## src/design/erasure_burst_parameter_estimator_unit_defines.svh

```systemverilog
// ----------------------------------------------------------------------------
// Erasure burst parameter estimator assertion macros
// Shared concurrent assertion forms, clocked on clock and disabled in reset.
// ----------------------------------------------------------------------------
`ifndef ERASURE_BURST_PARAMETER_ESTIMATOR_UNIT_DEFINES_SVH
`define ERASURE_BURST_PARAMETER_ESTIMATOR_UNIT_DEFINES_SVH

// Same-cycle implication.
`define EBPE_ASSERT_IMP(lbl, ante, cons, msg) \
   lbl: assert property (@(posedge clock) disable iff (reset) (ante) |-> (cons)) \
      else $error(msg);

// Next-cycle implication.
`define EBPE_ASSERT_NXT(lbl, ante, cons, msg) \
   lbl: assert property (@(posedge clock) disable iff (reset) (ante) |=> (cons)) \
      else $error(msg);

`endif

```

## src/design/ebpe_pkg.sv

```systemverilog
// ----------------------------------------------------------------------------
// Erasure burst parameter estimator package
// Shared widths, codes, sequencer states and operand helpers.
// ----------------------------------------------------------------------------
package ebpe_pkg;

   localparam int WINDOW_SLOTS_DEF = 12;
   localparam int SEQ_W            = 32;
   localparam int VAL_W            = 4;
   localparam int CNT_W            = 5;
   localparam int OP_W             = 8;
   localparam int CSR_DATA_W       = 32;
   localparam int CSR_ADDR_W       = 3;
   localparam logic [VAL_W-1:0] VAL_MAX = 4'd15;

   typedef enum logic [0:0] {
      REG_WINDOW_T     = 1'b0,
      REG_ADAPTIVE_MDS = 1'b1
   } csr_index_type;

   typedef enum logic [3:0] {
      ST_IDLE,
      ST_PREP,
      ST_SHIFT,
      ST_STATS,
      ST_UPD,
      ST_LIMIT,
      ST_BEST,
      ST_MDS,
      ST_FINISH
   } state_type;

   typedef logic signed [OP_W-1:0]   op_type;
   typedef logic signed [2*OP_W-1:0] prod_type;

   // Small unsigned count as a signed multiplier operand.
   function automatic op_type op_of(input logic [CNT_W-1:0] v);
      return op_type'({{(OP_W-CNT_W){1'b0}}, v});
   endfunction

endpackage

```

## src/design/ebpe_req_if.sv

```systemverilog
// ----------------------------------------------------------------------------
// Request channel
// Valid/ready channel that carries one packet or reset-window transaction.
// ----------------------------------------------------------------------------
interface ebpe_req_if import ebpe_pkg::*; ();
   logic             valid;
   logic             ready;
   logic             func;
   logic [SEQ_W-1:0] seq_number;

   modport source (output valid, output func, output seq_number, input ready);
   modport sink   (input valid, input func, input seq_number, output ready);
endinterface

```

## src/design/ebpe_rsp_if.sv

```systemverilog
// ----------------------------------------------------------------------------
// Response channel
// Valid/ready channel that carries one estimate transaction.
// ----------------------------------------------------------------------------
interface ebpe_rsp_if import ebpe_pkg::*; ();
   logic             valid;
   logic             ready;
   logic             accepted;
   logic [VAL_W-1:0] best_burst;
   logic [VAL_W-1:0] best_loss;
   logic [VAL_W-1:0] work_burst;
   logic [VAL_W-1:0] work_loss;

   modport source (output valid, output accepted, output best_burst, output best_loss,
                   output work_burst, output work_loss, input ready);
   modport sink   (input valid, input accepted, input best_burst, input best_loss,
                   input work_burst, input work_loss, output ready);
endinterface

```

## src/design/erasure_burst_parameter_estimator_unit.sv

```systemverilog
// ----------------------------------------------------------------------------
// Erasure burst parameter estimator
// Length: window steps plus MDS passes; a packet with no gap runs one window
// step, a gap of T+1 or more T+2 steps, MDS one pass per raise of the loss value.
// One transaction at a time; synchronous active-high reset clears control state.
// ----------------------------------------------------------------------------
`include "erasure_burst_parameter_estimator_unit_defines.svh"

// The block is a small sequencer around one shared cross-multiply comparator.
// Every rate comparison of the estimator has the form a*b against c*d, so a
// single pair of narrow signed multipliers and one compare serve all of them:
// the per-window update, the limit against the largest count, the best-pair
// selection and every pass of the MDS raise loop. The length of a
// transaction is set by the number of window steps (the clamped gap plus one)
// and by the MDS loop, which uses the comparator once per pass.
//
// Sequence of a packet transaction:
//   PREP   check order, clamp the gap, load the step counter.
//   SHIFT  shift one erasure bit (1 for a skipped number, 0 last) into slot 0.
//   STATS  count erasures and their span over slots 0..T; skip the update when
//          the window is all clear or all erased.
//   UPD    span rule or rate comparison on the working pair.
//   LIMIT  comparison against the largest count seen; write the working pair.
//   BEST   keep the working pair as the best pair when its rate is no worse.
//   MDS    adaptive mode only: raise the loss value until the rate holds.
//   FINISH hand the result to the output register.
// A reset-window transaction records the working pair as the best pair,
// clears the window and the estimates in PREP, then runs MDS if enabled.
// The output register lets a new transaction be accepted while the previous
// result still waits on the response channel.
module erasure_burst_parameter_estimator_unit import ebpe_pkg::*; #(
   parameter int WINDOW_SLOTS = WINDOW_SLOTS_DEF
) (
   input  logic                   clock,
   input  logic                   reset,
   ebpe_req_if.sink               req_if,
   ebpe_rsp_if.source             rsp_if,
   input  logic                   psel,
   input  logic                   penable,
   input  logic                   pwrite,
   input  logic [CSR_ADDR_W-1:0]  paddr,
   input  logic [CSR_DATA_W-1:0]  pwdata,
   output logic [CSR_DATA_W-1:0]  prdata,
   output logic                   pready
);

   // The effective delay is capped so that the window always fits its slots.
   localparam int               T_CAP_I = (WINDOW_SLOTS - 1 > 15) ? 15 : WINDOW_SLOTS - 1;
   localparam logic [VAL_W-1:0] T_CAP   = VAL_W'(T_CAP_I);

   // Configuration registers.
   logic [VAL_W-1:0] window_t_ff, window_t_in;
   logic             adaptive_ff, adaptive_in;

   // Control and estimator state.
   state_type               state_ff, state_in;
   logic                    started_ff, started_in;
   logic                    rsp_valid_ff, rsp_valid_in;
   logic [WINDOW_SLOTS-1:0] win_ff, win_in;
   logic [VAL_W-1:0]        burst_est_ff, burst_est_in;
   logic [VAL_W-1:0]        loss_est_ff, loss_est_in;
   logic [VAL_W-1:0]        max_loss_ff, max_loss_in;
   logic [VAL_W-1:0]        best_burst_ff, best_burst_in;
   logic [VAL_W-1:0]        best_loss_ff, best_loss_in;
   logic [SEQ_W-1:0]        last_seq_ff, last_seq_in;

   // Per-transaction working values.
   logic             func_ff, func_in;
   logic [SEQ_W-1:0] seq_ff, seq_in;
   logic             acc_ff, acc_in;
   logic [CNT_W-1:0] steps_ff, steps_in;
   logic [CNT_W-1:0] sum_ff, sum_in;
   logic [CNT_W-1:0] span_ff, span_in;
   logic [VAL_W-1:0] wb_ff, wb_in;
   logic [VAL_W-1:0] wn_ff, wn_in;

   // Output register.
   logic             out_acc_ff, out_acc_in;
   logic [VAL_W-1:0] out_bb_ff, out_bb_in;
   logic [VAL_W-1:0] out_bl_ff, out_bl_in;
   logic [VAL_W-1:0] out_wb_ff, out_wb_in;
   logic [VAL_W-1:0] out_wl_ff, out_wl_in;

   // Derived values.
   logic [VAL_W-1:0]        t_eff;
   logic [CNT_W-1:0]        t5;
   logic [CNT_W-1:0]        t1;
   logic [WINDOW_SLOTS-1:0] slot_mask;
   logic [WINDOW_SLOTS-1:0] win_masked;
   logic [CNT_W-1:0]        sum_c;
   logic [VAL_W-1:0]        first_c;
   logic [VAL_W-1:0]        last_c;
   logic [CNT_W-1:0]        span_c;
   logic [SEQ_W:0]          seq_diff;
   logic [SEQ_W-1:0]        gap;
   logic                    csr_write;

   // Shared comparator.
   op_type   op_a, op_b, op_c, op_d;
   prod_type prod_l, prod_r;
   logic     cmp_ge, cmp_gt;

   assign t_eff      = (window_t_ff > T_CAP) ? T_CAP : window_t_ff;
   assign t5         = {1'b0, t_eff};
   assign t1         = t5 + 5'd1;
   assign win_masked = win_ff & slot_mask;
   assign seq_diff   = {1'b0, seq_ff} - {1'b0, last_seq_ff};
   assign gap        = seq_diff[SEQ_W-1:0] - 32'd1;
   assign span_c     = {1'b0, last_c} - {1'b0, first_c} + 5'd1;
   // At most T+1 slots are counted, so the count fits in five bits.
   assign sum_c      = CNT_W'($countones(win_masked));

   always_comb begin
      for (int i = 0; i < WINDOW_SLOTS; i++) begin
         slot_mask[i] = (i <= int'(t_eff));
      end
   end

   // Lowest and highest erased slot within the active window.
   always_comb begin
      first_c = '0;
      last_c  = '0;
      for (int i = WINDOW_SLOTS - 1; i >= 0; i--) begin
         if (win_masked[i]) begin
            first_c = VAL_W'(i);
         end
      end
      for (int i = 0; i < WINDOW_SLOTS; i++) begin
         if (win_masked[i]) begin
            last_c = VAL_W'(i);
         end
      end
   end

   // Operand selection for the shared cross-multiply comparator.
   always_comb begin
      logic [CNT_W-1:0] mbs;
      logic [CNT_W-1:0] mbp;
      mbs  = (sum_ff > {1'b0, wb_ff}) ? sum_ff : {1'b0, wb_ff};
      mbp  = (span_ff > {1'b0, wb_ff}) ? span_ff : {1'b0, wb_ff};
      op_a = '0;
      op_b = '0;
      op_c = '0;
      op_d = '0;
      case (state_ff)
         ST_UPD: begin
            op_a = op_of(t1) - op_of({1'b0, wn_ff});
            op_b = op_of(t1) - op_of(sum_ff) + op_of(mbs);
            op_c = op_of(t1) - op_of(sum_ff);
            op_d = op_of(t1) - op_of({1'b0, wn_ff}) + op_of(mbp);
         end
         ST_LIMIT: begin
            op_a = op_of(t1) - op_of({1'b0, max_loss_ff});
            op_b = op_of(t1) - op_of({1'b0, wn_ff}) + op_of({1'b0, wb_ff});
            op_c = op_of(t1) - op_of({1'b0, wn_ff});
            op_d = op_of(t1);
         end
         ST_BEST: begin
            op_a = op_of(t1) - op_of({1'b0, best_loss_ff});
            op_b = op_of(t1) - op_of({1'b0, loss_est_ff}) + op_of({1'b0, burst_est_ff});
            op_c = op_of(t1) - op_of({1'b0, loss_est_ff});
            op_d = op_of(t1) - op_of({1'b0, best_loss_ff}) + op_of({1'b0, best_burst_ff});
         end
         ST_MDS: begin
            op_a = op_of(t5) - op_of({1'b0, best_loss_ff});
            op_b = op_of(t1) - op_of({1'b0, best_loss_ff}) + op_of({1'b0, best_burst_ff});
            op_c = op_of(t1);
            op_d = op_of(t1) - op_of({1'b0, best_loss_ff});
         end
         default: begin
         end
      endcase
   end

   assign prod_l = prod_type'(op_a) * prod_type'(op_b);
   assign prod_r = prod_type'(op_c) * prod_type'(op_d);
   assign cmp_ge = (prod_l >= prod_r);
   assign cmp_gt = (prod_l > prod_r);

   // Configuration port: writes complete in the access phase, no wait states.
   assign pready    = 1'b1;
   assign csr_write = psel && penable && pwrite;

   always_comb begin
      unique case (csr_index_type'(paddr[2]))
         REG_WINDOW_T:     prdata = {{(CSR_DATA_W-VAL_W){1'b0}}, window_t_ff};
         REG_ADAPTIVE_MDS: prdata = {{(CSR_DATA_W-1){1'b0}}, adaptive_ff};
         default:          prdata = '0;
      endcase
   end

   always_comb begin
      window_t_in = window_t_ff;
      adaptive_in = adaptive_ff;
      if (csr_write) begin
         unique case (csr_index_type'(paddr[2]))
            REG_WINDOW_T:     window_t_in = pwdata[VAL_W-1:0];
            REG_ADAPTIVE_MDS: adaptive_in = pwdata[0];
            default: begin
            end
         endcase
      end
   end

   assign req_if.ready    = (state_ff == ST_IDLE);
   assign rsp_if.valid    = rsp_valid_ff;
   assign rsp_if.accepted   = out_acc_ff;
   assign rsp_if.best_burst = out_bb_ff;
   assign rsp_if.best_loss  = out_bl_ff;
   assign rsp_if.work_burst = out_wb_ff;
   assign rsp_if.work_loss  = out_wl_ff;

   // Sequencer: next state and datapath updates.
   always_comb begin
      logic [CNT_W-1:0] erasures;
      logic             erased;
      logic [VAL_W-1:0] nb;
      logic [VAL_W-1:0] nn;

      state_in      = state_ff;
      started_in    = started_ff;
      rsp_valid_in  = rsp_valid_ff && !rsp_if.ready;
      win_in        = win_ff;
      burst_est_in  = burst_est_ff;
      loss_est_in   = loss_est_ff;
      max_loss_in   = max_loss_ff;
      best_burst_in = best_burst_ff;
      best_loss_in  = best_loss_ff;
      last_seq_in   = last_seq_ff;
      func_in       = func_ff;
      seq_in        = seq_ff;
      acc_in        = acc_ff;
      steps_in      = steps_ff;
      sum_in        = sum_ff;
      span_in       = span_ff;
      wb_in         = wb_ff;
      wn_in         = wn_ff;
      out_acc_in    = out_acc_ff;
      out_bb_in     = out_bb_ff;
      out_bl_in     = out_bl_ff;
      out_wb_in     = out_wb_ff;
      out_wl_in     = out_wl_ff;
      erasures      = '0;
      erased        = 1'b0;
      nb            = wb_ff;
      nn            = wn_ff;

      unique case (state_ff)
         ST_IDLE: begin
            if (req_if.valid) begin
               func_in  = req_if.func;
               seq_in   = req_if.seq_number;
               state_in = ST_PREP;
            end
         end

         ST_PREP: begin
            acc_in = 1'b0;
            if (func_ff) begin
               best_burst_in = burst_est_ff;
               best_loss_in  = loss_est_ff;
               burst_est_in  = '0;
               loss_est_in   = '0;
               max_loss_in   = '0;
               win_in        = '0;
               state_in      = adaptive_ff ? ST_MDS : ST_FINISH;
            end else if (t_eff == '0) begin
               state_in = ST_FINISH;
            end else if (started_ff && (seq_diff[SEQ_W] || seq_diff == '0)) begin
               // Out-of-order or repeated number.
               state_in = ST_FINISH;
            end else begin
               if (started_ff) begin
                  erasures = (gap > {{(SEQ_W-CNT_W){1'b0}}, t1}) ? t1 : gap[CNT_W-1:0];
               end
               started_in  = 1'b1;
               last_seq_in = seq_ff;
               acc_in      = 1'b1;
               steps_in    = erasures + 5'd1;
               state_in    = ST_SHIFT;
            end
         end

         ST_SHIFT: begin
            // The final step of a transaction shifts in the received packet.
            erased = (steps_ff != 5'd1);
            for (int i = 0; i < WINDOW_SLOTS; i++) begin
               if (i == 0) begin
                  win_in[i] = erased;
               end else if (i <= int'(t_eff)) begin
                  win_in[i] = win_ff[i-1];
               end
            end
            state_in = ST_STATS;
         end

         ST_STATS: begin
            if (sum_c == t1 || sum_c == '0) begin
               steps_in = steps_ff - 5'd1;
               state_in = (steps_ff == 5'd1) ? ST_BEST : ST_SHIFT;
            end else begin
               wb_in   = (burst_est_ff == '0) ? VAL_W'(1) : burst_est_ff;
               wn_in   = (loss_est_ff == '0) ? VAL_W'(1) : loss_est_ff;
               sum_in  = sum_c;
               span_in = span_c;
               if (sum_c > {1'b0, max_loss_ff}) begin
                  max_loss_in = sum_c[VAL_W-1:0];
               end
               state_in = ST_UPD;
            end
         end

         ST_UPD: begin
            if (span_ff == t1) begin
               if (sum_ff > {1'b0, wn_ff}) begin
                  nn = sum_ff[VAL_W-1:0];
                  nb = sum_ff[VAL_W-1:0];
               end
            end else if (cmp_ge) begin
               if (span_ff > {1'b0, wb_ff}) begin
                  nb = span_ff[VAL_W-1:0];
                  nn = span_ff[VAL_W-1:0];
               end
            end else begin
               if (sum_ff > {1'b0, wn_ff}) begin
                  nn = sum_ff[VAL_W-1:0];
                  nb = sum_ff[VAL_W-1:0];
               end
               if (nn > nb) begin
                  nb = nn;
               end
            end
            wb_in    = nb;
            wn_in    = nn;
            state_in = ST_LIMIT;
         end

         ST_LIMIT: begin
            if (cmp_gt) begin
               nb = max_loss_ff;
               nn = max_loss_ff;
            end
            burst_est_in = nb;
            loss_est_in  = nn;
            steps_in     = steps_ff - 5'd1;
            state_in     = (steps_ff == 5'd1) ? ST_BEST : ST_SHIFT;
         end

         ST_BEST: begin
            if (cmp_ge) begin
               best_burst_in = burst_est_ff;
               best_loss_in  = loss_est_ff;
            end
            state_in = adaptive_ff ? ST_MDS : ST_FINISH;
         end

         ST_MDS: begin
            // One comparator pass per raise of the loss value.
            if (best_burst_ff > best_loss_ff) begin
               if (best_loss_ff < VAL_MAX && cmp_gt) begin
                  best_loss_in = best_loss_ff + VAL_W'(1);
               end else begin
                  best_burst_in = best_loss_ff;
                  state_in      = ST_FINISH;
               end
            end else begin
               state_in = ST_FINISH;
            end
         end

         ST_FINISH: begin
            if (!rsp_valid_ff || rsp_if.ready) begin
               out_acc_in   = acc_ff;
               out_bb_in    = best_burst_ff;
               out_bl_in    = best_loss_ff;
               out_wb_in    = burst_est_ff;
               out_wl_in    = loss_est_ff;
               rsp_valid_in = 1'b1;
               state_in     = ST_IDLE;
            end
         end

         default: begin
            state_in = ST_IDLE;
         end
      endcase
   end

   // Control and estimator state.
   always_ff @(posedge clock) begin
      if (reset) begin
         state_ff      <= ST_IDLE;
         started_ff    <= 1'b0;
         rsp_valid_ff  <= 1'b0;
         window_t_ff   <= '0;
         adaptive_ff   <= 1'b0;
         win_ff        <= '0;
         burst_est_ff  <= '0;
         loss_est_ff   <= '0;
         max_loss_ff   <= '0;
         best_burst_ff <= '0;
         best_loss_ff  <= '0;
         last_seq_ff   <= '0;
      end else begin
         state_ff      <= state_in;
         started_ff    <= started_in;
         rsp_valid_ff  <= rsp_valid_in;
         window_t_ff   <= window_t_in;
         adaptive_ff   <= adaptive_in;
         win_ff        <= win_in;
         burst_est_ff  <= burst_est_in;
         loss_est_ff   <= loss_est_in;
         max_loss_ff   <= max_loss_in;
         best_burst_ff <= best_burst_in;
         best_loss_ff  <= best_loss_in;
         last_seq_ff   <= last_seq_in;
      end
   end

   // Working values and output payload.
   always_ff @(posedge clock) begin
      func_ff    <= func_in;
      seq_ff     <= seq_in;
      acc_ff     <= acc_in;
      steps_ff   <= steps_in;
      sum_ff     <= sum_in;
      span_ff    <= span_in;
      wb_ff      <= wb_in;
      wn_ff      <= wn_in;
      out_acc_ff <= out_acc_in;
      out_bb_ff  <= out_bb_in;
      out_bl_ff  <= out_bl_in;
      out_wb_ff  <= out_wb_in;
      out_wl_ff  <= out_wl_in;
   end

   // Window steps always run with at least one step left.
   `EBPE_ASSERT_IMP(a_steps_live, (state_ff == ST_SHIFT || state_ff == ST_STATS || state_ff == ST_UPD || state_ff == ST_LIMIT), (steps_ff != '0), "window step with no step left")

   // A transaction reported as accepted implies a packet has been seen.
   `EBPE_ASSERT_IMP(a_acc_started, (rsp_valid_ff && out_acc_ff), started_ff, "accepted result before any packet")

   // Leaving the MDS loop always leaves an equal or loss-heavy best pair.
   `EBPE_ASSERT_IMP(a_mds_result, (state_ff == ST_FINISH && $past(state_ff) == ST_MDS), (best_burst_ff <= best_loss_ff), "MDS rule left burst above loss")

   // Once a packet has been taken the started flag never drops.
   `EBPE_ASSERT_NXT(a_started_hold, started_ff, started_ff, "started flag cleared")

endmodule
```

## src/flat_wrapper.sv

```systemverilog
// flat-port wrapper written by rule: the top's interface ports become plain ports
module erasure_burst_parameter_estimator_unit_flat import ebpe_pkg::*;
#(
   parameter int WINDOW_SLOTS = WINDOW_SLOTS_DEF
)
  (clock, reset, psel, penable, pwrite, paddr, pwdata, prdata, pready, req_if_valid, req_if_func, req_if_seq_number, req_if_ready, rsp_if_valid, rsp_if_accepted, rsp_if_best_burst, rsp_if_best_loss, rsp_if_work_burst, rsp_if_work_loss, rsp_if_ready);
  ebpe_req_if req_if_i ();
  ebpe_rsp_if rsp_if_i ();
  input  logic clock;
  input  logic reset;
  input  logic psel;
  input  logic penable;
  input  logic pwrite;
  input  logic [CSR_ADDR_W-1:0] paddr;
  input  logic [CSR_DATA_W-1:0] pwdata;
  output logic [CSR_DATA_W-1:0] prdata;
  output logic pready;
  input wire logic [$bits(req_if_i.valid)-1:0] req_if_valid;
  input wire logic [$bits(req_if_i.func)-1:0] req_if_func;
  input wire logic [$bits(req_if_i.seq_number)-1:0] req_if_seq_number;
  output wire logic [$bits(req_if_i.ready)-1:0] req_if_ready;
  output wire logic [$bits(rsp_if_i.valid)-1:0] rsp_if_valid;
  output wire logic [$bits(rsp_if_i.accepted)-1:0] rsp_if_accepted;
  output wire logic [$bits(rsp_if_i.best_burst)-1:0] rsp_if_best_burst;
  output wire logic [$bits(rsp_if_i.best_loss)-1:0] rsp_if_best_loss;
  output wire logic [$bits(rsp_if_i.work_burst)-1:0] rsp_if_work_burst;
  output wire logic [$bits(rsp_if_i.work_loss)-1:0] rsp_if_work_loss;
  input wire logic [$bits(rsp_if_i.ready)-1:0] rsp_if_ready;
  assign req_if_i.valid = req_if_valid;
  assign req_if_i.func = req_if_func;
  assign req_if_i.seq_number = req_if_seq_number;
  assign req_if_ready = req_if_i.ready;
  assign rsp_if_valid = rsp_if_i.valid;
  assign rsp_if_accepted = rsp_if_i.accepted;
  assign rsp_if_best_burst = rsp_if_i.best_burst;
  assign rsp_if_best_loss = rsp_if_i.best_loss;
  assign rsp_if_work_burst = rsp_if_i.work_burst;
  assign rsp_if_work_loss = rsp_if_i.work_loss;
  assign rsp_if_i.ready = rsp_if_ready;
  erasure_burst_parameter_estimator_unit #(.WINDOW_SLOTS(WINDOW_SLOTS)) u_core (.clock(clock), .reset(reset), .req_if(req_if_i), .rsp_if(rsp_if_i), .psel(psel), .penable(penable), .pwrite(pwrite), .paddr(paddr), .pwdata(pwdata), .prdata(prdata), .pready(pready));
endmodule
```

## config.mk

```make
export PLATFORM = sky130hd
export DESIGN_NAME = erasure_burst_parameter_estimator_unit_flat
export DESIGN_NICKNAME = d
export VERILOG_FILES = /design/src/design/ebpe_pkg.sv /design/src/design/ebpe_req_if.sv /design/src/design/ebpe_rsp_if.sv /design/src/design/erasure_burst_parameter_estimator_unit.sv /design/src/flat_wrapper.sv
export VERILOG_INCLUDE_DIRS = /design/src /design/src/design
export SDC_FILE = /design/constraint.sdc
export NUM_CORES = 1
export LEC_CHECK = 0
export BUFFER_PORTS_ARGS = -buffer_cell sky130_fd_sc_hd__buf_4
export CAP_MARGIN = 25
export CORE_MARGIN = 5
export CORE_UTILIZATION = 42
export DETAILED_ROUTE_END_ITERATION = 8
export SLEW_MARGIN = 20
export SYNTH_ARGS = -nofsm -noshare
export SYNTH_HDL_FRONTEND = slang
export SYNTH_SLANG_ARGS = --single-unit
```

## constraint.sdc

```tcl
create_clock -name clock -period 12.05 [get_ports clock]
set_clock_uncertainty 0.05 [all_clocks]
set_input_delay 0.6025 -clock clock [delete_from_list [all_inputs] [get_ports clock]]
set_output_delay 0.6025 -clock clock [all_outputs]
set_load 0.01 [all_outputs]
```

Word level (Yosys, flattened, before mapping)
Index checks and enable logic that the tools add are counted.
{"block": "totals", "ff_bits": 149, "word_cells": 289, "inputBits": 75}
{"block": "classes", "mul": 2, "n_lt_le_gt_ge": 22, "add_sub_neg": 30, "bitwise_logic": 6, "muxes": 107, "n_reduce_logical": 48, "eq_ne": 38}
{"cell": "two-way mux 4 bit", "count": 57}
{"cell": "one-hot mux 8 bit (4 select lines)", "count": 4}
{"cell": "one-hot mux 32 bit (2 select lines)", "count": 1}
{"cell": "two-way mux 5 bit", "count": 12}
{"cell": "one-hot mux 4 bit (2 select lines)", "count": 5}
{"cell": "AND reduction 3 bit", "count": 13}
{"cell": "inequality test 2 x 1 -> 1 bit, second input constant", "count": 18}
{"cell": "one-hot mux 4 bit (9 select lines)", "count": 1}
{"cell": "zero test 33 bit", "count": 1}
{"cell": "subtractor 32 x 32 -> 33 bit", "count": 1}
{"cell": "> comparator 32 x 5 -> 1 bit", "count": 1}
{"cell": "multiplier 8 x 8 -> 16 bit", "count": 2}
{"cell": "subtractor 32 x 1 -> 32 bit, second input constant", "count": 1}
{"cell": "adder 5 bit", "count": 5}
{"cell": "adder 8 x 5 -> 8 bit", "count": 3}
{"cell": "one-hot mux 12 bit (2 select lines)", "count": 1}
{"cell": "one-hot mux 4 bit (3 select lines)", "count": 2}
{"cell": "subtractor 5 x 4 -> 6 bit", "count": 4}
{"cell": "> comparator 5 x 4 -> 1 bit", "count": 4}
{"cell": "adder 8 x 6 -> 8 bit", "count": 2}
{"cell": "equality test 4 x 3 -> 1 bit, second input constant", "count": 4}
{"cell": "greater-or-equal comparator 16 bit", "count": 1}
{"cell": "> comparator 16 bit", "count": 1}
{"cell": "<= comparator 3 x 4 -> 1 bit, first input constant", "count": 4}
{"cell": "other kinds (40)", "count": 105}

Depth between registers and ports, before layout
Gate-level depths: netlist (run 1).
{"block": "depth", "depth_word": 18, "mapped_depth": 55, "mapped_depth_nobuf": 52}

Worst setup path after synthesis (run 1)
No wires, ideal clock.
{"block": "synth_path", "path_type": "flip-flop to flip-flop", "startpoint": "register u_core.window_t_ff[2]", "endpoint": "register u_core.wb_ff[0] (enable)", "arrival_ns": 10.294, "setup_slack_ns": 1.322, "path_stages_with_launch": 50, "required_time_ns": 11.616, "period_less_slack_ns": 10.728, "cell_sequence": "dfxtp_1 clkbuf_1 a21oi_1 inv_1 ha_1 inv_1 fa_1 inv_1 ha_1 a21o_1 a21oi_1 o21bai_1 a21oi_1 xor2_1 nor2_1 a21oi_1 o21ai_0 nand2_1 [14 not listed] nor2_1 o21ai_0 nand2b_1 a21oi_1 o21bai_1 a21oi_1 xnor2_1 ha_1 nand2b_1 nor3_1 nand2_1 o21ai_0 a21o_1 nand2_1 and2_1 clkbuf_1 nor2b_1 o21ai_0"}
{"block": "synth_between", "elab_chain_len": 12, "word_cells_on_any_way": 51, "classes_between": "23 x add/sub; 2 x mul; 13 x order compare; 4 x eq/ne; 5 x mux; 1 x bitwise; 3 x reduce/logical"}
{"element": "start: declaration", "line": "erasure_burst_parameter_estimator_unit.sv:52", "text": "logic [VAL_W-1:0] window_t_ff, window_t_in;"}
{"element": "start signal: assignment", "line": "erasure_burst_parameter_estimator_unit.sv:408", "text": "window_t_ff <= window_t_in;"}
{"element": "> comparator 4 bit", "line": "erasure_burst_parameter_estimator_unit.sv:103", "text": "assign t_eff = (window_t_ff > T_CAP) ? T_CAP : window_t_ff;"}
{"element": "two-way mux 4 bit (*)", "line": "erasure_burst_parameter_estimator_unit.sv:103"}
{"element": "parallel branches: the longest is 9 deep, another holds multiplier 8 x 8 -> 16 bit"}
{"element": "AND reduction 3 bit (no line) (*)"}
{"element": "end signal: assignment", "line": "erasure_burst_parameter_estimator_unit.sv:428", "text": "wb_ff <= wb_in;"}
{"element": "end: declaration", "line": "erasure_burst_parameter_estimator_unit.sv:74", "text": "logic [VAL_W-1:0] wb_ff, wb_in;"}
Every way passes the cells marked *.
A chain may end at the register's enable or synchronous reset.

Final worst setup path (run 1)
{"block": "layout_path", "startpoint": "register u_core.window_t_ff[2]", "endpoint": "register u_core.wn_ff[1] (enable)"}
{"block": "layout_between", "elab_chain_len": 12, "word_cells_on_any_way": 51, "classes_between": "23 x add/sub; 2 x mul; 13 x order compare; 4 x eq/ne; 5 x mux; 1 x bitwise; 3 x reduce/logical"}
{"element": "> comparator 4 bit", "line": "erasure_burst_parameter_estimator_unit.sv:103"}
{"element": "two-way mux 4 bit (*)", "line": "erasure_burst_parameter_estimator_unit.sv:103"}
{"element": "parallel branches: the longest is 9 deep, another holds multiplier 8 x 8 -> 16 bit"}
{"element": "AND reduction 3 bit (no line) (*)"}
{"element": "end signal: assignment", "line": "erasure_burst_parameter_estimator_unit.sv:429", "text": "wn_ff <= wn_in;"}
{"element": "end: declaration", "line": "erasure_burst_parameter_estimator_unit.sv:75", "text": "logic [VAL_W-1:0] wn_ff, wn_in;"}
Marks and branches as above.

==> impl_metrics.ini, run 1 <==
[global_route]
antenna_found_initial = 0
grt_pass1_wl_mm = 72.6
grt_util_all_layers_pct = 19.7
grt.overflow.total = 0
grt_max_degree = 70
grt_pass1_vias = 13900

[floorplanning]
core_area_mm2 = 0.0410
die_w_um = 214
die_area_mm2 = 0.0457
ios = 127
fp.dieH_um = 214
rows = 74
start_util_pct = 42.6

[pwr]
total_leakage_power_nw = 8.76
fin_total_pwr_mw = 1.50
ir_drop_v = 0.000103
powerDensity_mw_per_mm2 = 78.4

[finish]
areaGrowthSynthToFinish_pct = 9.68
drive_gt1_share_pct = 8.26
final_cells = 2627
fill_cells = 4007
register_area_mm2 = 0.00372
nNetsFinal = 2484
diodes = 0
multi_input_area_mm2 = 0.0123
final_core_util_pct = 46.7
stdcell_area_mm2 = 0.0191

[logic_synthesis]
synth_top_area_cell = ha_1
async_flop_share_pct = 0
syn_avg_cell_area_um2 = 8.60
yosysMostFrequentCell = inv_1
ys_seq_area_share_pct = 21.3
synth_edf_count = 74
yosysWarnings = 0
synth_compound_area_share_pct = 15.9
synth_area_leaders = ha_1, fa_1, edfxtp_1, dfxtp_1, inv_1
synth_ff_type = dfxtp_1
synthAdderAreaFrac_pct = 28.5
synth_seq_cells = 149
syn-cell-area_mm2 = 0.0175
syn_inst = 2029
yosys.area_share.simple_pct = 15.3
synth_top_family_by_area = adder cells
ys_types = 87
synth-xor-area-share_pct = 5.47
muxShareOfSynthArea_pct = 4.54
synth_common_cells = inv_1, nor2_1, ha_1
yosysTopAreaCellShare_pct = 15.1

[placed_design]
post-place-ws_ns = 0.834
gp_congestion = 0.939
dpl.hpwl_mm = 36.4
dpl_cell_area_mm2 = 0.0185
place_inst = 2595
io_buffers = 67

[clock_tree]
clockBufferDepth = 2
cts_tree = built
clock-sinks = 149
htreeDepth = 4
cts_hold_buf = 0
clk_latency_ns = 0.44
cts-root-buf = clkbuf_16
numCtsBuffers = 17
clk_transition_reported_paths_ns = 0.06
cts_setup_buffers = 0

[sta]
finalSetupViolCount = 0
tns_ns = 0
max_freq_ghz = 0.0897
worstMarginPinSlew_ns = 1.00
timing.hold.ws_ns = 0.287
period_needed_ns = 11.15
slew_headroom_pct = 33.0
rsz0062_at_grt = no
finalHoldViolations = 0
slew_viol_final = 0
timing.final.ws_setup_ns = 0.900
fin_crit_sh_pct = 92.5

[critical_path]
cp_slowest_stage_delay_ns = 0.55
end_kind = flip-flop
crit_top_cell = inv_1
crit_slowest_cell = fa_1
critPathArrivalTime_ns = 11.25
critPathMaxFanout = 9
critical_path_class = flip-flop to flip-flop
worstSetupStartpointType = flip-flop
worstPathRequired_ns = 12.15

[route]
routed_via_density = 5.36
ant_nets = 0
totalWireLength_mm = 44.7
first_iter_violations = 710
via_count = 14100
wl_per_cell_um = 17.0
drc = 0
dr.pass1.iters = 5

[outcome]
status = completed

[hold_path]
hold_class = input port to flip-flop

[job]
cap_violations = 0
-- sequential cells by signal, indices dropped and copies added, names as in the netlist, 5 cells and up --
| name | flops |
|---|---|
| u_core.win_ff | 12 |
| u_core.sum_ff | 5 |
| u_core.seq_ff | 32 |
| u_core.span_ff | 5 |
| u_core.last_seq_ff | 32 |
| u_core.steps_ff | 5 |
-- final cells by class --
type                    instances  area share, %
multi-input cells            1532           64.2
flip-flops and latches        149           19.5
inverters                     287           5.63
repair buffers                 95           3.79
well taps                     532           3.48
clock buffers                  20           2.39
clock inverters                12           1.06
-- worst max-delay path, delay by kind of cell (launching register included) --
family          cells  cell delay [ns]
fa+ha+maj          10             3.94
compound gates     14             2.91
simple gates       13             1.94
buf+inv             9             1.11
xor+xnor            2             0.50
flops               1             0.39
-- routing by layer --
metal,up-vias,global-route usage [%],share of wire (%)
li1,6973,-,-
met1,6698,27.9,47
met2,344,32.4,47
met3,54,1.74,4.5
met4,0,5.72,2.2
met5,-,0,0
-- path summary, 6_finish.rpt --
| kind | startpoint | to | slack [ns] | depth (start not counted) |
|---|---|---|---|---|
| setup / recovery | u_core.window_t_ff[2] | u_core.wn_ff[1] | 0.90 | 48 |
| setup reg to reg | u_core.window_t_ff[2] | u_core.wn_ff[1] | 0.90 | 48 |
| hold reg to reg | u_core.acc_ff | u_core.rsp_if.accepted | 0.37 | 0 |
| hold / removal | req_if_seq_number[2] | u_core.seq_ff[2] | 0.29 | 1 |
-- cell usage in the layout (no fill, tap or decap), types with 66 or more instances in the layout --
| cell | netlist | routed |
|---|---|---|
| inv_1 | 287 | 287 |
| nor2_1 | 218 | 218 |
| ha_1 | 210 | 210 |
| a21oi_1 | 134 | 133 |
| nand2_1 | 118 | 118 |
| fa_1 | 117 | 117 |
| buf_4 | 30 | 94 |
| o21ai_0 | 84 | 81 |
| edfxtp_1 | 74 | 74 |
| dfxtp_1 | 75 | 74 |
| xnor2_1 | 66 | 66 |
-- where the power goes --
| group | internal (mW) | total [mW] | leakage [nW] | switching [mW] |
|---|---|---|---|---|
| Sequential | 0.553 | 0.572 | 1.31 | 0.0187 |
| Clock | 0.378 | 0.591 | 0.308 | 0.213 |
| Combinational | 0.133 | 0.339 | 7.14 | 0.205 |
| Total | 1.06 | 1.50 | 8.76 | 0.436 |
-- cell families after synthesis --
family          after synthesis
simple gates                559
compound gates              433
buf+inv                     377
fa+ha+maj                   328
flops                       149
xor+xnor                    109
mux                          72
other cells                   2
-- repair_timing --
action,CTS,global route
hold endpoints to repair,0,0
resized for setup,0,2
setup endpoints to repair,0,9
No activity file was read; power rests on OpenSTA's default activity.
==> run 2, diff against run 1 <==
==> constraint.sdc (replaced) <==
create_clock -name clock -period 12.05 [get_ports clock]
set_clock_uncertainty 0.05 [all_clocks]
set_input_delay 1.205 -clock clock [delete_from_list [all_inputs] [get_ports clock]]
set_output_delay 1.205 -clock clock [all_outputs]
set_load 0.01 [all_outputs]
==> impl_metrics.ini, run 2 (synthesized netlist as in run 1, its figures left out) <==
[critical_path]
critical_path_class = flip-flop to flip-flop
critPathArrivalTime_ns = 11.51
worst-r2r-cell-count = 50
worstPathRequired_ns = 12.36
endpoint = u_core.best_loss_ff[2]
r2r-start = u_core.window_t_ff[3]
cp-startpoint = u_core.window_t_ff[3]
end_kind = flip-flop
crit_slowest_cell = fa_1
critPathMaxFanout = 10
r2r-end = u_core.best_loss_ff[2]
cp_slowest_stage_delay_ns = 0.54
reg2reg_slack_ns = 0.85
worstSetupStartpointType = flip-flop

[global_route]
grt_pass1_vias = 14000
grt_util_all_layers_pct = 19.5
grt_max_degree = 70
antenna_found_initial = 0
grt.overflow.total = 0
grt_pass1_wl_mm = 71.8

[route]
first_iter_violations = 765
totalWireLength_mm = 44.4
drc = 0
routed_via_density = 5.33
wl_per_cell_um = 16.9
via_count = 14000
dr.pass1.iters = 5
ant_nets = 0

[finish]
fill_cells = 4008
layout_common_cells = inv_1, nor2_1, ha_1
nNetsFinal = 2486
top_regs = u_core.last_seq_ff x32, u_core.seq_ff x32, u_core.win_ff x12
final_cells = 2629
register_area_mm2 = 0.00372
drive_gt1_share_pct = 8.30
layout_commonest_cell = inv_1
areaGrowthSynthToFinish_pct = 9.55
multi_input_area_mm2 = 0.0123
diodes = 0

[placed_design]
gp_congestion = 0.936
io_buffers = 67
dpl.hpwl_mm = 36.2
place_inst = 2596

[sta]
slew_headroom_pct = 34.9
fin_crit_sh_pct = 93.0
max_freq_ghz = 0.0892
tns_ns = 0
finalSetupViolCount = 0
slew_viol_final = 0
period_needed_ns = 11.20
rsz0062_at_grt = no
worstMarginPinSlew_ns = 0.973
timing.hold.ws_ns = 0.396
finalHoldViolations = 0

[clock_tree]
clk_latency_ns = 0.44
htreeDepth = 4
cts_setup_buffers = 0
clock-sinks = 149
cts_tree = built
numCtsBuffers = 17
clockBufferDepth = 2
clk_transition_reported_paths_ns = 0.06
cts-root-buf = clkbuf_16

[pwr]
ir_drop_v = 0.000114
total_leakage_power_nw = 8.76
powerDensity_mw_per_mm2 = 77.4
fin_total_pwr_mw = 1.48

[floorplanning]
die_w_um = 214
fp.dieH_um = 214
core_area_mm2 = 0.0410
start_util_pct = 42.6
ios = 127
rows = 74
die_area_mm2 = 0.0457

[outcome]
status = completed

[job]
cap_violations = 0

[hold_path]
hold_class = flip-flop to flip-flop
==> run 2: cell types whose count changed in the layout (fill, tap and decap cells not counted), sizes merged <==
cell / before / now
buf: 95 / 96
clkinv: 3 / 7
clkdlybuf4s18: 0 / 1
bufinv: 5 / 4
clkbuf: 20 / 18
clkinvlp: 4 / 1
inv: 287 / 289
==> run 2: final cells by class <==
type,instances,area share (%)
Clock inverter,14,1.06
Tap cell,532,3.48
Multi-Input combinational cell,1532,64.3
Clock buffer,18,2.24
Inverter,287,5.63
Sequential cell,149,19.5
Timing Repair Buffer,97,3.82
==> run 2: worst min path at each step <==
stage                                         to  slack, ns  cells after the start          start
after floorplan           u_core.rsp_if.accepted       0.35                      0  u_core.acc_ff
after global placement    u_core.rsp_if.accepted       0.36                      0  u_core.acc_ff
after detailed placement  u_core.rsp_if.accepted       0.36                      0  u_core.acc_ff
after CTS                 u_core.rsp_if.accepted       0.40                      0  u_core.acc_ff
after global routing      u_core.rsp_if.accepted       0.40                      0  u_core.acc_ff
final                     u_core.rsp_if.accepted       0.40                      0  u_core.acc_ff
==> run 2: routing by layer <==
metal	global-route usage [%]	wire length, um
met1	27.0	20800
met3	2.50	1950
met2	32.0	20700
met4	5.94	1030
met5	0	0
==> run 2: power by group <==
| group | switching [mW] | internal, mW | total, mW |
|---|---|---|---|
| sequential | 0.0141 | 0.553 | 0.567 |
| clock | 0.220 | 0.349 | 0.568 |
| combinational | 0.210 | 0.134 | 0.344 |
==> run 2: per-stage QoR <==
step	worst slack [ns]	instance area, um2	utilization, %
2_1_floorplan	1.32	17600	-
3_3_place_gp	0.979	18500	45.0
3_5_place_dp	0.797	18500	45.1
4_1_cts	0.753	19100	46.6
5_1_grt	0.00227	19100	46.6
6_report	0.845	19100	46.6
==> run 2: what timing repair did <==
item	in CTS	in global routing
hold buffers	0	0
endpoints found under the setup margin	0	8
gates resized for setup	0	1
==> run 2: worst max-delay path, delay by kind of cell, from the launching register on <==
kind,cells,cell delay [ns]
AND/OR/NAND/NOR,11,1.65
adder cells (fa/ha/maj),10,3.91
XOR/XNOR,3,0.64
AO/OA/AOI/OAI,18,3.50
buffers and inverters,8,0.96
flip-flops,1,0.39
==> run 3, diff against run 2 <==
- ABC_AREA: not set -> 1
==> impl_metrics.ini, run 3 <==
[global_route]
grt_pass1_vias = 16900
antenna_found_initial = 0
grt.overflow.total = 0
grt_util_all_layers_pct = 21.4
grt_max_degree = 39
grt_pass1_wl_mm = 86.7

[logic_synthesis]
synth_area_leaders = ha_1, nand2_1, fa_1, edfxtp_1, inv_1
muxShareOfSynthArea_pct = 0
synthAdderAreaFrac_pct = 26.0
synth_compound_area_share_pct = 11.0
syn_inst = 2795
syn-cell-area_mm2 = 0.0191
synth_edf_count = 74
yosysWarnings = 0
synth_top_family_by_area = simple AND/OR/NAND/NOR gates
yosys.area_share.simple_pct = 27.4
synth_top_area_cell = ha_1
yosysMostFrequentCell = nand2_1
synth_seq_cells = 149
yosysTopAreaCellShare_pct = 13.7
ys_seq_area_share_pct = 19.5
ys_types = 58
async_flop_share_pct = 0
synth_common_cells = nand2_1, inv_1, nor2_1
synth-xor-area-share_pct = 2.24
syn_avg_cell_area_um2 = 6.84
synth_ff_type = dfxtp_1

[clock_tree]
numCtsBuffers = 17
cts-root-buf = clkbuf_16
cts_tree = built
postCtsResizedCells = 0
clk_transition_reported_paths_ns = 0.07
htreeDepth = 4
cts_setup_buffers = 0
clk_latency_ns = 0.46
cts_hold_buf = 0
clockBufferDepth = 2
clock-sinks = 149

[route]
dr.pass1.iters = 7
first_iter_violations = 1230
totalWireLength_mm = 53.3
drc = 0
ant_nets = 0
via_count = 17600
routed_via_density = 5.04
wl_per_cell_um = 15.3

[sta]
timing.final.ws_setup_ns = 1.17
tns_ns = 0
finalHoldViolations = 0
finalSetupViolCount = 0
slew_headroom_pct = 35.3
period_needed_ns = 10.88
max_freq_ghz = 0.0919
rsz0062_at_grt = no
fin_crit_sh_pct = 90.3
slew_viol_final = 0
worstMarginPinSlew_ns = 0.970

[placed_design]
dpl.hpwl_mm = 44.5
io_buffers = 67
post-place-ws_ns = 1.24
place_inst = 3452
gp_congestion = 0.925

[critical_path]
crit_top_cell = inv_1
crit_slowest_cell = dfxtp_1
worstSetupStartpointType = flip-flop
cp_slowest_stage_delay_ns = 0.63
critPathMaxFanout = 12
critPathArrivalTime_ns = 11.00
critical_path_class = flip-flop to flip-flop
end_kind = flip-flop
worstPathRequired_ns = 12.17

[finish]
areaGrowthSynthToFinish_pct = 9.63
top_regs = u_core.last_seq_ff x32, u_core.seq_ff x32, u_core.win_ff x12
nNetsFinal = 3273
drive_gt1_share_pct = 7.66
layout_common_cells = nand2_1, inv_1, nor2_1
final_cells = 3484
layout_commonest_cell = nand2_1
diodes = 0

[floorplanning]
core_area_mm2 = 0.0452
start_util_pct = 42.3
rows = 78
fp.dieH_um = 223
ios = 127
die_w_um = 223
die_area_mm2 = 0.0499

[pwr]
total_leakage_power_nw = 10.8
ir_drop_v = 0.000106
powerDensity_mw_per_mm2 = 81.5

[job]
cap_violations = 0

[hold_path]
hold_class = flip-flop to flip-flop

[outcome]
status = completed
[run 3: layout make-up]
type | instances | area [um2]
well taps | 600 | 751
multi-input cells | 2003 | 12900
clock buffers | 20 | 479
fillers | 4685 | 24200
flip-flops and latches | 149 | 3720
inverters | 611 | 2290
repair buffers | 89 | 688
clock inverters | 12 | 148
[run 3: final timing paths]
check / from / to / slack, ns / cells past startpoint
min: u_core.acc_ff / u_core.rsp_if.accepted / 0.38 / 0
max: u_core.window_t_ff[3] / u_core.wn_ff[2] / 1.17 / 57
min reg2reg: u_core.acc_ff / u_core.rsp_if.accepted / 0.38 / 0
max reg2reg: u_core.window_t_ff[3] / u_core.wn_ff[2] / 1.17 / 57
[run 3: critical path: cells and delay by family (launching register included)]
family / cells / cell delay [ns]
AND/OR/NAND/NOR: 22 / 2.46
adder cells (fa/ha/maj): 10 / 4.03
flip-flops: 1 / 0.63
buffers and inverters: 14 / 1.54
XOR/XNOR: 2 / 0.32
AO/OA/AOI/OAI: 9 / 1.56
[run 3: cell families (layout without fill, tap and decap cells)]
kind of cell,Yosys count,in the layout
other cells,2,31
xor+xnor,49,49
flops,149,149
buf+inv,672,732
simple gates,1221,1221
compound gates,375,375
fa+ha+maj,327,327
[run 3: power breakdown]
group / internal [mW] / total (mW) / switching [mW]
Combinational: 0.176 / 0.561 / 0.384
Sequential: 0.560 / 0.578 / 0.0183
Clock: 0.349 / 0.570 / 0.222
Total: 1.09 / 1.71 / 0.624
[run 3: routing by layer]
metal / part of all wire, % / global-route usage [%] / vias up
met5: 0 / 0 / -
met4: 2.0 / 5.79 / 0
met3: 5.6 / 2.54 / 60
met2: 44 / 33.7 / 457
met1: 49 / 31.1 / 8121
li1: - / - / 8919
[run 3: through the flow]
step | hold slack (ns) | util, % | power (mW) | area, um2
3_3_place_gp | 0.365 | 44.9 | 1.13 | 20300
3_5_place_dp | 0.358 | 45.0 | 1.14 | 20300
6_report | 0.379 | 46.4 | 1.71 | 21000
2_1_floorplan | 0.350 | - | 0.996 | 19200
4_1_cts | 0.384 | 46.4 | 1.72 | 21000
5_1_grt | 0.399 | 46.4 | 1.83 | 21000
